$ cat src/hw/rtl/bdc_pkg.sv
// ----------------------------------------------------------------------------
// bdc_pkg: shared types, constants and calendar functions
// Date arithmetic helpers for the business day counter.
// ----------------------------------------------------------------------------
package bdc_pkg;

	localparam int MAX_SPAN = 1024;
	localparam int STEP_W   = $clog2(MAX_SPAN + 1);

	localparam int DAY_W    = 5;
	localparam int MONTH_W  = 4;
	localparam int YEAR_W   = 14;
	localparam int COUNT_W  = 11;
	localparam int STATUS_W = 2;
	localparam int MASK_W   = 7;
	localparam int WDAY_W   = 3;
	localparam int SUM_W    = 15;

	localparam logic [MASK_W-1:0] MASK_RESET = 7'd96;
	localparam logic [YEAR_W-1:0] YEAR_MAX   = 14'd9999;

	typedef logic [STATUS_W-1:0] status_t;
	localparam status_t ST_OK      = 2'd0;
	localparam status_t ST_INVALID = 2'd1;
	localparam status_t ST_BEFORE  = 2'd2;
	localparam status_t ST_SPAN    = 2'd3;

	typedef struct packed {
		logic [DAY_W-1:0]   start_day;
		logic [MONTH_W-1:0] start_month;
		logic [YEAR_W-1:0]  start_year;
		logic [DAY_W-1:0]   end_day;
		logic [MONTH_W-1:0] end_month;
		logic [YEAR_W-1:0]  end_year;
	} req_item_t;

	typedef struct packed {
		logic [COUNT_W-1:0] business_days;
		status_t            status;
	} rsp_item_t;

	// controller -> datapath
	typedef struct packed {
		logic    load_in;
		logic    load_div;
		logic    load_sum;
		logic    load_wday;
		logic    step;
		logic    load_out;
		status_t out_status;
	} dp_cmd_t;

	// datapath -> controller
	typedef struct packed {
		logic bad_date;
		logic end_before;
		logic at_end;
		logic span_full;
	} dp_sts_t;

	// floor(x / 25) by reciprocal, exact for all 14-bit x
	function automatic logic [9:0] div25(input logic [YEAR_W-1:0] x);
		logic [26:0] prod;
		prod = 27'(x) * 27'd5243;
		return prod[26:17];
	endfunction

	function automatic logic is_leap(input logic [YEAR_W-1:0] y);
		logic [9:0]  q;
		logic [14:0] back;
		logic        by25;
		q    = div25(y);
		back = {q, 4'b0} + {1'b0, q, 3'b0} + 15'(q);
		by25 = (back == 15'(y));
		return (y[1:0] == 2'b00) && (!by25 || (y[3:0] == 4'b0000));
	endfunction

	function automatic logic [DAY_W-1:0] days_in_month(input logic [YEAR_W-1:0] y,
	                                                    input logic [MONTH_W-1:0] m);
		logic [DAY_W-1:0] n;
		unique case (m)
			4'd1, 4'd3, 4'd5, 4'd7, 4'd8, 4'd10, 4'd12: n = 5'd31;
			4'd4, 4'd6, 4'd9, 4'd11:                    n = 5'd30;
			4'd2:                                       n = is_leap(y) ? 5'd29 : 5'd28;
			default:                                    n = 5'd0;
		endcase
		return n;
	endfunction

	function automatic logic date_ok(input logic [DAY_W-1:0] d, input logic [MONTH_W-1:0] m,
	                                 input logic [YEAR_W-1:0] y);
		return (y != '0) && (y <= YEAR_MAX) && (m >= 4'd1) && (m <= 4'd12) &&
		       (d != '0) && (d <= days_in_month(y, m));
	endfunction

	// (31 * mm) / 12 with March as month one
	function automatic logic [DAY_W-1:0] month_term(input logic [MONTH_W-1:0] m);
		logic [DAY_W-1:0] t;
		unique case (m)
			4'd1:    t = 5'd28;
			4'd2:    t = 5'd31;
			4'd3:    t = 5'd2;
			4'd4:    t = 5'd5;
			4'd5:    t = 5'd7;
			4'd6:    t = 5'd10;
			4'd7:    t = 5'd12;
			4'd8:    t = 5'd15;
			4'd9:    t = 5'd18;
			4'd10:   t = 5'd20;
			4'd11:   t = 5'd23;
			4'd12:   t = 5'd25;
			default: t = 5'd0;
		endcase
		return t;
	endfunction

	function automatic logic [WDAY_W-1:0] mod7(input logic [SUM_W-1:0] s);
		logic [28:0] prod;
		logic [11:0] q;
		logic [14:0] q7;
		logic [3:0]  r;
		prod = 29'(s) * 29'd9362;
		q    = prod[27:16];
		q7   = {q, 3'b0} - 15'(q);
		r    = 4'(s - q7);
		if (r >= 4'd7) begin
			r = r - 4'd7;
		end
		return r[WDAY_W-1:0];
	endfunction

endpackage

$ cat src/hw/rtl/bdc_if.sv
// ----------------------------------------------------------------------------
// bdc_if: channel interfaces
// Request, response and configuration channels with valid/ready handshake.
// ----------------------------------------------------------------------------
interface bdc_req_if;
	logic                          valid;
	logic                          ready;
	logic [bdc_pkg::DAY_W-1:0]     start_day;
	logic [bdc_pkg::MONTH_W-1:0]   start_month;
	logic [bdc_pkg::YEAR_W-1:0]    start_year;
	logic [bdc_pkg::DAY_W-1:0]     end_day;
	logic [bdc_pkg::MONTH_W-1:0]   end_month;
	logic [bdc_pkg::YEAR_W-1:0]    end_year;

	modport source (output valid, start_day, start_month, start_year,
	                end_day, end_month, end_year, input ready);
	modport sink   (input valid, start_day, start_month, start_year,
	                end_day, end_month, end_year, output ready);
endinterface

interface bdc_rsp_if;
	logic                          valid;
	logic                          ready;
	logic [bdc_pkg::COUNT_W-1:0]   business_days;
	bdc_pkg::status_t              status;

	modport source (output valid, business_days, status, input ready);
	modport sink   (input valid, business_days, status, output ready);
endinterface

interface bdc_cfg_if;
	logic                          valid;
	logic                          ready;
	logic [bdc_pkg::MASK_W-1:0]    weekend_mask;

	modport source (output valid, weekend_mask, input ready);
	modport sink   (input valid, weekend_mask, output ready);
endinterface

$ cat src/hw/rtl/business_day_counter.sv
// Flow: a request is taken in idle and checked; good dates then pass the divide,
// sum and modulo states and the day walk; an invalid date or an end date before the
// start goes straight to finish. Throughput: no new request until the result is
// loaded; the day walker advances one calendar day per cycle, up to MAX_SPAN days.
// Reset: asynchronous, clears the sequencer and result valid, weekend_mask to 96.
// ----------------------------------------------------------------------------
// business_day_counter: business day count between two dates
// Counts days in [start, end) whose weekday is not set in weekend_mask.
// ----------------------------------------------------------------------------
module business_day_counter (
	input  logic        clk,
	input  logic        arst_n,
	bdc_cfg_if.sink     cfg,
	bdc_req_if.sink     req,
	bdc_rsp_if.source   rsp
);

	bdc_pkg::req_item_t  req_item;
	bdc_pkg::rsp_item_t  rsp_item;
	bdc_pkg::dp_cmd_t    cmd;
	bdc_pkg::dp_sts_t    sts;
	logic                req_ready;
	logic                rsp_valid;

	assign cfg.ready = 1'b1;

	assign req_item.start_day   = req.start_day;
	assign req_item.start_month = req.start_month;
	assign req_item.start_year  = req.start_year;
	assign req_item.end_day     = req.end_day;
	assign req_item.end_month   = req.end_month;
	assign req_item.end_year    = req.end_year;
	assign req.ready            = req_ready;

	assign rsp.valid         = rsp_valid;
	assign rsp.business_days = rsp_item.business_days;
	assign rsp.status        = rsp_item.status;

	bdc_ctrl u_ctrl (
		.clk       (clk),
		.arst_n    (arst_n),
		.req_valid (req.valid),
		.req_ready (req_ready),
		.rsp_valid (rsp_valid),
		.rsp_ready (rsp.ready),
		.sts       (sts),
		.cmd       (cmd)
	);

	bdc_dpath u_dpath (
		.clk      (clk),
		.arst_n   (arst_n),
		.cfg_we   (cfg.valid),
		.cfg_mask (cfg.weekend_mask),
		.req_item (req_item),
		.cmd      (cmd),
		.sts      (sts),
		.rsp_item (rsp_item)
	);

endmodule

$ cat src/hw/rtl/bdc_ctrl.sv
// ----------------------------------------------------------------------------
// bdc_ctrl: sequencing state machine
// Steps one transaction through check, weekday setup, day walk and result.
// ----------------------------------------------------------------------------
module bdc_ctrl (
	input  logic               clk,
	input  logic               arst_n,
	input  logic               req_valid,
	output logic               req_ready,
	output logic               rsp_valid,
	input  logic               rsp_ready,
	input  bdc_pkg::dp_sts_t   sts,
	output bdc_pkg::dp_cmd_t   cmd
);

	localparam logic [2:0] S_IDLE   = 3'd0;
	localparam logic [2:0] S_CHECK  = 3'd1;
	localparam logic [2:0] S_DIV    = 3'd2;
	localparam logic [2:0] S_SUM    = 3'd3;
	localparam logic [2:0] S_MOD    = 3'd4;
	localparam logic [2:0] S_WALK   = 3'd5;
	localparam logic [2:0] S_FINISH = 3'd6;

	logic [2:0]        state_q, state_d;
	bdc_pkg::status_t  fin_q, fin_d;
	logic              rsp_valid_q;
	logic              out_free;

	assign req_ready = (state_q == S_IDLE);
	assign rsp_valid = rsp_valid_q;
	assign out_free  = !rsp_valid_q || rsp_ready;

	always_comb begin
		state_d        = state_q;
		fin_d          = fin_q;
		cmd            = '0;
		cmd.out_status = fin_q;
		unique case (state_q)
			S_IDLE: begin
				if (req_valid) begin
					cmd.load_in = 1'b1;
					state_d     = S_CHECK;
				end
			end
			S_CHECK: begin
				priority if (sts.bad_date) begin
					fin_d   = bdc_pkg::ST_INVALID;
					state_d = S_FINISH;
				end else if (sts.end_before) begin
					fin_d   = bdc_pkg::ST_BEFORE;
					state_d = S_FINISH;
				end else begin
					state_d = S_DIV;
				end
			end
			S_DIV: begin
				cmd.load_div = 1'b1;
				state_d      = S_SUM;
			end
			S_SUM: begin
				cmd.load_sum = 1'b1;
				state_d      = S_MOD;
			end
			S_MOD: begin
				cmd.load_wday = 1'b1;
				state_d       = S_WALK;
			end
			S_WALK: begin
				priority if (sts.at_end) begin
					fin_d   = bdc_pkg::ST_OK;
					state_d = S_FINISH;
				end else if (sts.span_full) begin
					fin_d   = bdc_pkg::ST_SPAN;
					state_d = S_FINISH;
				end else begin
					cmd.step = 1'b1;
				end
			end
			S_FINISH: begin
				if (out_free) begin
					cmd.load_out = 1'b1;
					state_d      = S_IDLE;
				end
			end
			default: begin
				state_d = S_IDLE;
			end
		endcase
	end

	always_ff @(posedge clk or negedge arst_n) begin
		if (!arst_n) begin
			state_q     <= S_IDLE;
			fin_q       <= bdc_pkg::ST_OK;
			rsp_valid_q <= 1'b0;
		end else begin
			state_q <= state_d;
			fin_q   <= fin_d;
			if (cmd.load_out) begin
				rsp_valid_q <= 1'b1;
			end else if (rsp_ready) begin
				rsp_valid_q <= 1'b0;
			end
		end
	end

endmodule

$ cat src/hw/rtl/bdc_dpath.sv
// ----------------------------------------------------------------------------
// bdc_dpath: date datapath
// Input capture, date checks, weekday pipeline, day walker and result register.
// ----------------------------------------------------------------------------
module bdc_dpath (
	input  logic                          clk,
	input  logic                          arst_n,
	input  logic                          cfg_we,
	input  logic [bdc_pkg::MASK_W-1:0]    cfg_mask,
	input  bdc_pkg::req_item_t            req_item,
	input  bdc_pkg::dp_cmd_t              cmd,
	output bdc_pkg::dp_sts_t              sts,
	output bdc_pkg::rsp_item_t            rsp_item
);

	logic [bdc_pkg::MASK_W-1:0]   mask_q;
	bdc_pkg::req_item_t           item_q;

	logic [bdc_pkg::DAY_W-1:0]    walk_day_q;
	logic [bdc_pkg::MONTH_W-1:0]  walk_month_q;
	logic [bdc_pkg::YEAR_W-1:0]   walk_year_q;
	logic [bdc_pkg::WDAY_W-1:0]   walk_wday_q;
	logic [bdc_pkg::COUNT_W-1:0]  tally_q;
	logic [bdc_pkg::STEP_W-1:0]   steps_q;

	logic [bdc_pkg::YEAR_W-1:0]   yy_s1;
	logic [9:0]                   q100_s1, q400_s1;
	logic [bdc_pkg::DAY_W-1:0]    term_s1;
	logic [bdc_pkg::SUM_W-1:0]    sum_s2;

	bdc_pkg::rsp_item_t           out_q;

	logic [bdc_pkg::YEAR_W-1:0]   yy;
	logic [22:0]                  start_key, end_key, walk_key;
	logic                         month_end;

	assign start_key = {item_q.start_year, item_q.start_month, item_q.start_day};
	assign end_key   = {item_q.end_year, item_q.end_month, item_q.end_day};
	assign walk_key  = {walk_year_q, walk_month_q, walk_day_q};

	assign sts.bad_date =
		!bdc_pkg::date_ok(item_q.start_day, item_q.start_month, item_q.start_year) ||
		!bdc_pkg::date_ok(item_q.end_day, item_q.end_month, item_q.end_year);
	assign sts.end_before = (end_key < start_key);
	assign sts.at_end     = (walk_key == end_key);
	assign sts.span_full  = (steps_q == bdc_pkg::STEP_W'(bdc_pkg::MAX_SPAN));

	assign yy = (item_q.start_month <= 4'd2) ? item_q.start_year - 14'd1 : item_q.start_year;
	assign month_end = (walk_day_q >= bdc_pkg::days_in_month(walk_year_q, walk_month_q));

	assign rsp_item = out_q;

	always_ff @(posedge clk or negedge arst_n) begin
		if (!arst_n) begin
			mask_q <= bdc_pkg::MASK_RESET;
		end else if (cfg_we) begin
			mask_q <= cfg_mask;
		end
	end

	always_ff @(posedge clk or negedge arst_n) begin
		if (!arst_n) begin
			item_q       <= '0;
			walk_day_q   <= '0;
			walk_month_q <= '0;
			walk_year_q  <= '0;
			walk_wday_q  <= '0;
			tally_q      <= '0;
			steps_q      <= '0;
		end else if (cmd.load_in) begin
			item_q       <= req_item;
			walk_day_q   <= req_item.start_day;
			walk_month_q <= req_item.start_month;
			walk_year_q  <= req_item.start_year;
			walk_wday_q  <= '0;
			tally_q      <= '0;
			steps_q      <= '0;
		end else if (cmd.load_wday) begin
			walk_wday_q <= bdc_pkg::mod7(sum_s2);
		end else if (cmd.step) begin
			if (!mask_q[walk_wday_q]) begin
				tally_q <= tally_q + 11'd1;
			end
			steps_q     <= steps_q + 11'd1;
			walk_wday_q <= (walk_wday_q == 3'd6) ? 3'd0 : walk_wday_q + 3'd1;
			if (month_end) begin
				walk_day_q <= 5'd1;
				if (walk_month_q >= 4'd12) begin
					walk_month_q <= 4'd1;
					walk_year_q  <= walk_year_q + 14'd1;
				end else begin
					walk_month_q <= walk_month_q + 4'd1;
				end
			end else begin
				walk_day_q <= walk_day_q + 5'd1;
			end
		end
	end

	always_ff @(posedge clk) begin
		if (cmd.load_div) begin
			yy_s1   <= yy;
			q100_s1 <= bdc_pkg::div25({2'b00, yy[13:2]});
			q400_s1 <= bdc_pkg::div25({4'b0000, yy[13:4]});
			term_s1 <= bdc_pkg::month_term(item_q.start_month);
		end
		if (cmd.load_sum) begin
			sum_s2 <= bdc_pkg::SUM_W'(item_q.start_day) + bdc_pkg::SUM_W'(yy_s1)
			        + bdc_pkg::SUM_W'(yy_s1[13:2]) - bdc_pkg::SUM_W'(q100_s1)
			        + bdc_pkg::SUM_W'(q400_s1) + bdc_pkg::SUM_W'(term_s1);
		end
		if (cmd.load_out) begin
			out_q.status        <= cmd.out_status;
			out_q.business_days <= (cmd.out_status == bdc_pkg::ST_OK) ? tally_q : '0;
		end
	end

endmodule

$ cat src/flat_wrapper.sv
// flat-port wrapper written by rule: the top's interface ports become plain ports
module business_day_counter_flat 
  (clk, arst_n, cfg_valid, cfg_weekend_mask, cfg_ready, req_valid, req_start_day, req_start_month, req_start_year, req_end_day, req_end_month, req_end_year, req_ready, rsp_valid, rsp_business_days, rsp_status, rsp_ready);
  bdc_cfg_if cfg_i ();
  bdc_req_if req_i ();
  bdc_rsp_if rsp_i ();
  input  logic clk;
  input  logic arst_n;
  input wire logic [$bits(cfg_i.valid)-1:0] cfg_valid;
  input wire logic [$bits(cfg_i.weekend_mask)-1:0] cfg_weekend_mask;
  output wire logic [$bits(cfg_i.ready)-1:0] cfg_ready;
  input wire logic [$bits(req_i.valid)-1:0] req_valid;
  input wire logic [$bits(req_i.start_day)-1:0] req_start_day;
  input wire logic [$bits(req_i.start_month)-1:0] req_start_month;
  input wire logic [$bits(req_i.start_year)-1:0] req_start_year;
  input wire logic [$bits(req_i.end_day)-1:0] req_end_day;
  input wire logic [$bits(req_i.end_month)-1:0] req_end_month;
  input wire logic [$bits(req_i.end_year)-1:0] req_end_year;
  output wire logic [$bits(req_i.ready)-1:0] req_ready;
  output wire logic [$bits(rsp_i.valid)-1:0] rsp_valid;
  output wire logic [$bits(rsp_i.business_days)-1:0] rsp_business_days;
  output wire logic [$bits(rsp_i.status)-1:0] rsp_status;
  input wire logic [$bits(rsp_i.ready)-1:0] rsp_ready;
  assign cfg_i.valid = cfg_valid;
  assign cfg_i.weekend_mask = cfg_weekend_mask;
  assign cfg_ready = cfg_i.ready;
  assign req_i.valid = req_valid;
  assign req_i.start_day = req_start_day;
  assign req_i.start_month = req_start_month;
  assign req_i.start_year = req_start_year;
  assign req_i.end_day = req_end_day;
  assign req_i.end_month = req_end_month;
  assign req_i.end_year = req_end_year;
  assign req_ready = req_i.ready;
  assign rsp_valid = rsp_i.valid;
  assign rsp_business_days = rsp_i.business_days;
  assign rsp_status = rsp_i.status;
  assign rsp_i.ready = rsp_ready;
  business_day_counter u_core (.clk(clk), .arst_n(arst_n), .cfg(cfg_i), .req(req_i), .rsp(rsp_i));
endmodule
$ cat config.mk
export PLATFORM = sky130hd
export DESIGN_NAME = business_day_counter_flat
export DESIGN_NICKNAME = d
export VERILOG_FILES = /design/src/hw/rtl/bdc_pkg.sv /design/src/hw/rtl/bdc_if.sv /design/src/hw/rtl/business_day_counter.sv /design/src/hw/rtl/bdc_ctrl.sv /design/src/hw/rtl/bdc_dpath.sv /design/src/flat_wrapper.sv
export SDC_FILE = /design/constraint.sdc
export NUM_CORES = 1
export LEC_CHECK = 0
export ABC_AREA = 0
export BUFFER_PORTS_ARGS = -buffer_cell sky130_fd_sc_hd__buf_2
export CORE_UTILIZATION = 36
export CTS_BUF_LIST = sky130_fd_sc_hd__clkbuf_4 sky130_fd_sc_hd__clkbuf_8
export DETAILED_ROUTE_END_ITERATION = 16
export GPL_TIMING_DRIVEN = 0
export PLACE_DENSITY = 0.6
export SLEW_MARGIN = 20
export SYNTH_ARGS = -nofsm -noshare
export SYNTH_HDL_FRONTEND = slang
export SYNTH_SLANG_ARGS = --single-unit
$ cat constraint.sdc
create_clock -name clk -period 8.3 [get_ports clk]
set_input_delay 1.245 -clock clk [delete_from_list [all_inputs] [get_ports clk]]
set_output_delay 1.245 -clock clk [all_outputs]
set_load 0.01 [all_outputs]
==> metrics.md, run 1 <==
| Metric | Value |
|---|---|
| Status | finished, violations left |
| Failing checks | setup timing |
| Reg2Reg Setup Slack | -0.81 ns |
| Total Nets Final | 4103 |
| Worst Hold Depth | 1 |
| Syn_nets | 3855 |
| Most common flop cell mapped by yosys | dfrtp_1 |
| Endpoints failing hold | 0 |
| Startpoint Class | register |
| Total Power | about 1.6 mW |
| Share of synthesized registers carrying an async set or reset | 63.7% |
| RR Endpoint | u_core.u_dpath.walk_year_q[8] |
| Final WL | about 70000 microns |
| Clk slew on worst S/H paths | 0.11 ns |
| Die H | 281 microns |
| Delay-heaviest family, CP | adder cells |
| VDD IR max | a little over 0.1 mV |
| Starting DRC count in detailed routing | around 1000 |
| Fin cells | between 4000 and 5000 |
| Least-Margin Pin Slew | about 1.1 ns |
| Cells after synthesis | between 2000 and 3000 |
| Lkg Pwr | 15.9 nW |
| Avg Cell Area, Syn | around 9.7 sq um |
| Worst Path Class, Setup | register to register |
| P&R area growth vs syn | 16.8% |
| Synthesized cell area | around 28000 sq um |
| Final Max Slew Viols | 0 |
| Clk sinks | approximately 170 |
| Cells on worst reg2reg path | 42 |
| Hold Path Class | register to register |
| Filler cell count | roughly 7300 |
| Residual DRC count | 0 |
| Critical-path top delay cell | dfrtp_4 |
| Seq cells post-synth | between 150 and 200 |
| Final Critical Period | about 9.1 ns |
| FF-to-FF Start | u_core.u_dpath.walk_year_q[9] |
| Via-to-Cell Ratio | roughly 5 |
| EDFF count, synth | 61 |
| Synth cell types | 87 |
| Worst Path Required | a little under 9 ns |
| DIE AREA | just under 80000 sq um |
| Most frequent cells in the layout | 602 x inv_1, 570 x ha_1, 308 x fa_1 |
| FMAX | approximately 0.11 GHz |
| Antenna-violating nets left | 0 |
| Clock Latency Late Sink | around 0.50 ns |
| Std cell rows | around 100 |
| Pin count of the biggest net entering global routing | 76 |
| Final period utilization | 110% |
| Crit path max fanout | 5 |
| Post-DP HPWL | roughly 56000 microns |
| Unrepaired setup endpoints after global routing | true |
| Power per cell area | 50.2 nW/um^2 |
| Yosys warns | 0 |
| Core ar. | around 76000 sq um |
| Grt ovf | 0 |
| Num CTS Buffers | 17 |
| Clock Tree Buf Depth | 2 |
| Post-CTS Hold Buffers | 0 |
| Number of I/O pins | 74 |
| Final WS setup | -0.812 ns |
| N_diodes | 0 |
| Worst Hold Launch | u_core.u_dpath.mask_q[2] |
| Vias in the first global route | between 20000 and 25000 |
| Max_slew headroom | between 20 and 30% |
| Starting density of the core | a little over a third |
| First-pass GRT wire length | around 110000 microns |
| Routability-driven placement congestion ratio | 0.874 |
| Finish-stage setup viols | 26 |
| CP arrival | between 9 and 10 ns |
| Initial DRT Pass Iterations | 5 |
| Chip Width | between 200 and 300 microns |
| H-tree Lvls | 4 |
| Initial antenna violation count | 0 |
| Root Driver | clkbuf_8 |
| Worst Path Buf+Inv | 9 |
| Post-synthesis sequential area ratio | 16.1% |
| Clock skew | between 0.02 and 0.025 ns |
| CP Capture Type | register |
| Max incr delay on CP | between 0.5 and 0.6 ns |
| Total GRT Usage | about 18% |
| DP Cell Count | around 4000 |
| WL/cell | roughly 17 microns |
| Hold endpoint | u_core.u_dpath.mask_q[2] |
| Number of max-cap violations | 0 |
| CTS tree | done |
| Layout cells sized above 1 | roughly 18% |
| Most common cell after layout, fill and taps aside | inv_1 |
| Port bufs | 71 |
| Via count | 20600 |
## cells by family after synthesis
kind of cell / Yosys count / synth area share (%)
fa+ha+maj: 922 / 49.7
buf+inv: 687 / 9.27
simple gates: 484 / 8.41
compound gates: 404 / 9.57
xor+xnor: 190 / 6.11
flops: 168 / 16.1
mux: 19 / 0.775
other cells: 1 / 0.0134
## stage by stage
step,util (%),setup TNS (ns),hold WS (ns),setup WS (ns),cell area (sq um)
after floorplan,-,-0.362,0.470,-0.0547,28200
after global placement,39.1,-33.76,0.484,-1.63,29800
after detailed placement,39.2,-34.62,0.497,-1.57,29900
after CTS,42.3,-18.74,0.522,-0.900,32300
after global routing,42.8,-27.08,0.537,-1.19,32600
final,42.8,-17.71,0.518,-0.812,32600
## flip-flops by register name (all words and copies together), names as in the netlist, 4 cells and up
signal	flops
u_core.u_dpath.end_key	23
u_core.u_dpath.item_q	23
u_core.u_dpath.mask_q	7
u_core.u_dpath.q100_s1	8
u_core.u_dpath.q400_s1	6
u_core.u_dpath.rsp_item	13
u_core.u_dpath.steps_q	11
u_core.u_dpath.sum_s2	15
u_core.u_dpath.tally_q	11
u_core.u_dpath.term_s1	5
u_core.u_dpath.walk_day_q	5
u_core.u_dpath.walk_month_q	4
u_core.u_dpath.walk_year_q	14
u_core.u_dpath.yy_s1	14
## repair_timing
action	4_1_cts	5_1_grt
gates resized for setup	202	51
buffers inserted	132	23
pin swaps	137	54
setup endpoints to repair	26	26
cloned	2	0
endpoints found under the hold margin	0	0
## area by class of cell
cell class,count,area (sq um),area share (%)
Clock inverter,14,173,0.529
Sequential cell,168,4590,14.1
Timing Repair Buffer,229,1710,5.25
Buffer,40,183,0.560
Inverter,647,2490,7.62
Multi-Input combinational cell,2020,22000,67.3
Tap cell,1030,1290,3.95
Clock buffer,18,241,0.740
## layer usage
| layer | GRT usage (%) | share of wire (%) | vias up |
|---|---|---|---|
| met5 | 0 | 0 | - |
| met3 | 3.26 | 5.7 | 92 |
| li1 | - | - | 9947 |
| met4 | 4.01 | 1.9 | 0 |
| met1 | 25.0 | 47 | 10100 |
| met2 | 30.1 | 46 | 472 |
## power by group
part,leakage [nW],internal (mW),switching (mW)
sequential,1.72,0.881,0.0187
clock,0.213,0.284,0.355
combinational,13.9,0.0441,0.0553
total,15.9,1.21,0.429
## synthesized netlist by cell type, types with 13 or more instances
cell type,count,area [sq um]
a211oi_1,13,97.6
a21o_1,39,293
a21oi_1,99,495
a31oi_1,13,81.3
and2_1,16,100
and3_1,23,144
clkbuf_1,28,105
dfrtp_1,105,2630
edfxtp_1,61,1830
fa_1,314,6290
ha_1,608,7610
inv_1,646,2420
nand2_1,164,616
nand2b_1,16,100
nand3_1,56,280
nand4_1,28,175
nor2_1,87,327
nor2b_1,13,81.3
nor3_1,26,130
nor4_1,13,81.3
o21a_1,13,97.6
o21ai_0,85,425
o21ai_1,21,105
xnor2_1,143,1250
xor2_1,43,377
## how the worst max path moves through the flow
stage                                     to                            from  cells after the start
6_report       u_core.u_dpath.walk_year_q[8]   u_core.u_dpath.walk_year_q[9]                     42
3_3_place_gp        u_core.u_ctrl.state_q[2]       u_core.u_dpath.item_q[30]                     39
4_1_cts        u_core.u_dpath.walk_year_q[8]  u_core.u_dpath.walk_year_q[11]                     41
2_1_floorplan  u_core.u_dpath.walk_year_q[8]  u_core.u_dpath.walk_year_q[10]                     40
5_1_grt        u_core.u_dpath.walk_year_q[4]   u_core.u_dpath.walk_year_q[9]                     42
3_5_place_dp        u_core.u_ctrl.state_q[2]       u_core.u_dpath.item_q[30]                     39
No activity file was read; power rests on OpenSTA's default activity.
==> run 2: changes to the inputs <==
TNS_END_PERCENT = 50   (was unset)
==> metrics.md, run 2 (synthesized netlist as in run 1, its figures left out) <==
| Metric | Value |
|---|---|
| Status | finished, violations left |
| Failing checks | setup timing |
| Clock Latency Late Sink | 0.49 ns |
| Layout cells sized above 1 | between 10% and 20% |
| Total GRT Usage | about 18% |
| Lkg Pwr | roughly 16 nW |
| Design Area, Final | ~33000 sq um |
| First-pass GRT wire length | approximately 110000 microns |
| Routing usage on met1 | 25.5% |
| Max incr delay on CP | approximately 0.54 ns |
| DIE AREA | between 70000 and 80000 sq um |
| Unrepaired setup endpoints after global routing | true |
| Crit path max fanout | 5 |
| Final Critical Period | 9.22 ns |
| Final WL | 69000 microns |
| Total Nets Final | ~4000 |
| DP Cell Count | roughly 4000 |
| Most frequent cells in the layout | 606 x inv_1, 572 x ha_1, 309 x fa_1 |
| Clock skew | approximately 0.024 ns |
| Setup_tns | -19.17 ns |
| Post-layout util | between 40% and 50% |
| Starting density of the core | 36.6% |
| Starting DRC count in detailed routing | 1048 |
| Critical-path top delay cell | dfrtp_4 |
| Clock Tree Buf Depth | 2 |
| Clk sinks | between 150 and 200 |
| P&R area growth vs syn | 16.9% |
| CP most frequent cell | inv_2 |
| Root Driver | clkbuf_8 |
| H-tree Lvls | 4 |
| FMAX | roughly 0.11 GHz |
| VDD IR max | approximately 0.1 mV |
| Number of max-cap violations | 0 |
| CTS tree | done |
| Worst Path Required | slightly below 9 ns |
| Pin count of the biggest net entering global routing | 76 |
| Die H | about 280 microns |
| GRT met2 Usage | between 20 and 30% |
| Clk slew on worst S/H paths | 0.10 ns |
| Via count | roughly 20000 |
| Least-Margin Pin Slew | roughly 1.1 ns |
| Worst Hold Depth | 1 |
| GR peak layer | met2 |
| Post-DP HPWL | approximately 56000 microns |
| Most common cell after layout, fill and taps aside | inv_1 |
| N_diodes | 0 |
| Core ar. | between 70000 and 80000 sq um |
| Num CTS Buffers | 17 |
| Endpoints failing hold | 0 |
| Std cell rows | ~100 |
| Port bufs | slightly above 70 |
| Grt ovf | 0 |
| Routability-driven placement congestion ratio | ~0.88 |
| Final WS setup | -0.922 ns |
| Via-to-Cell Ratio | ~4.9 |
| Finish-stage setup viols | 26 |
| Initial antenna violation count | 0 |
| CP Capture Type | register |
| Power per cell area | around 49 nW/um^2 |
| Placed cell area | between 20000 and 30000 sq um |
| Vias in the first global route | about 21000 |
| Startpoint Class | register |
| Hold Path Class | register to register |
| Final period utilization | 111% |
| Final Max Slew Viols | 0 |
| Fin cells | roughly 4200 |
| Chip Width | 281 microns |
| Max_slew headroom | 28.1% |
| M3 GR Usage | under 10% |
| Cells on worst reg2reg path | 40 |
| Filler cell count | between 7000 and 8000 |
| WL/cell | between 15 and 20 microns |
| Worst Path Class, Setup | register to register |
| CP arrival | just under 10 ns |
| Antenna-violating nets left | 0 |
| Number of I/O pins | 74 |
| Residual DRC count | 0 |
| Initial DRT Pass Iterations | 5 |
[run 2: worst max-delay path: cells and delay by family, from the launching register on]
| family | cells | cell delay, ns |
|---|---|---|
| and+or+nand+nor | 5 | 0.79 |
| DFF | 1 | 0.54 |
| xor gates and xnor gates | 2 | 0.33 |
| AOI/OAI and AO/OA | 14 | 2.94 |
| adders and majority gates | 9 | 3.64 |
| muxes | 1 | 0.10 |
| buffers and inverters | 9 | 0.79 |
[run 2: power breakdown]
group          switching (mW)  internal [mW]
Combinational          0.0554         0.0440
Sequential             0.0191          0.881
Clock                   0.337          0.254
Total                   0.411           1.18
[run 2: metal layers]
metal,wire length [microns],share of wire [%]
met1,32500,47
met2,31800,46
met3,3520,5.1
met4,1200,1.7
met5,0,0
[run 2: area by class of cell]
class | instances | area (sq um) | area share (%)
Sequential cell | 168 | 4590 | 14.1
Clock buffer | 18 | 248 | 0.758
Clock inverter | 14 | 138 | 0.421
Tap cell | 1030 | 1290 | 3.94
Multi-Input combinational cell | 2020 | 22000 | 67.3
Buffer | 40 | 184 | 0.563
Inverter | 647 | 2480 | 7.59
Timing Repair Buffer | 233 | 1740 | 5.33
[run 2: through the flow]
stage | setup slack [ns] | hold WS, ns | power (mW)
after floorplan | -0.0547 | 0.470 | 0.965
after global placement | -1.57 | 0.483 | 1.01
after detailed placement | -1.50 | 0.496 | 1.02
after CTS | -0.868 | 0.519 | 1.60
after global routing | -1.31 | 0.534 | 1.65
final | -0.922 | 0.516 | 1.59
[run 2: worst paths after layout]
path                                                startpoint  slack [ns]                        endpoint
worst min register to register        u_core.u_dpath.mask_q[0]        0.52        u_core.u_dpath.mask_q[0]
worst min-delay path                  u_core.u_dpath.mask_q[0]        0.52        u_core.u_dpath.mask_q[0]
min in group asynchronous                               arst_n        0.62   u_core.u_dpath.walk_wday_q[1]
max in group asynchronous                               arst_n        6.89       u_core.u_dpath.item_q[35]
worst max-delay path            u_core.u_dpath.walk_year_q[12]       -0.92  u_core.u_dpath.walk_year_q[10]
worst max register to register  u_core.u_dpath.walk_year_q[12]       -0.92  u_core.u_dpath.walk_year_q[10]
[run 2: repair_timing]
item / CTS / global route
pin swaps: 46 / 102
setup buffers: 68 / 91
endpoints found under the setup margin: 26 / 31
hold buffers: 0 / 0
cloned: 2 / 0
hold endpoints to repair: 0 / 0
gates resized for setup: 90 / 154
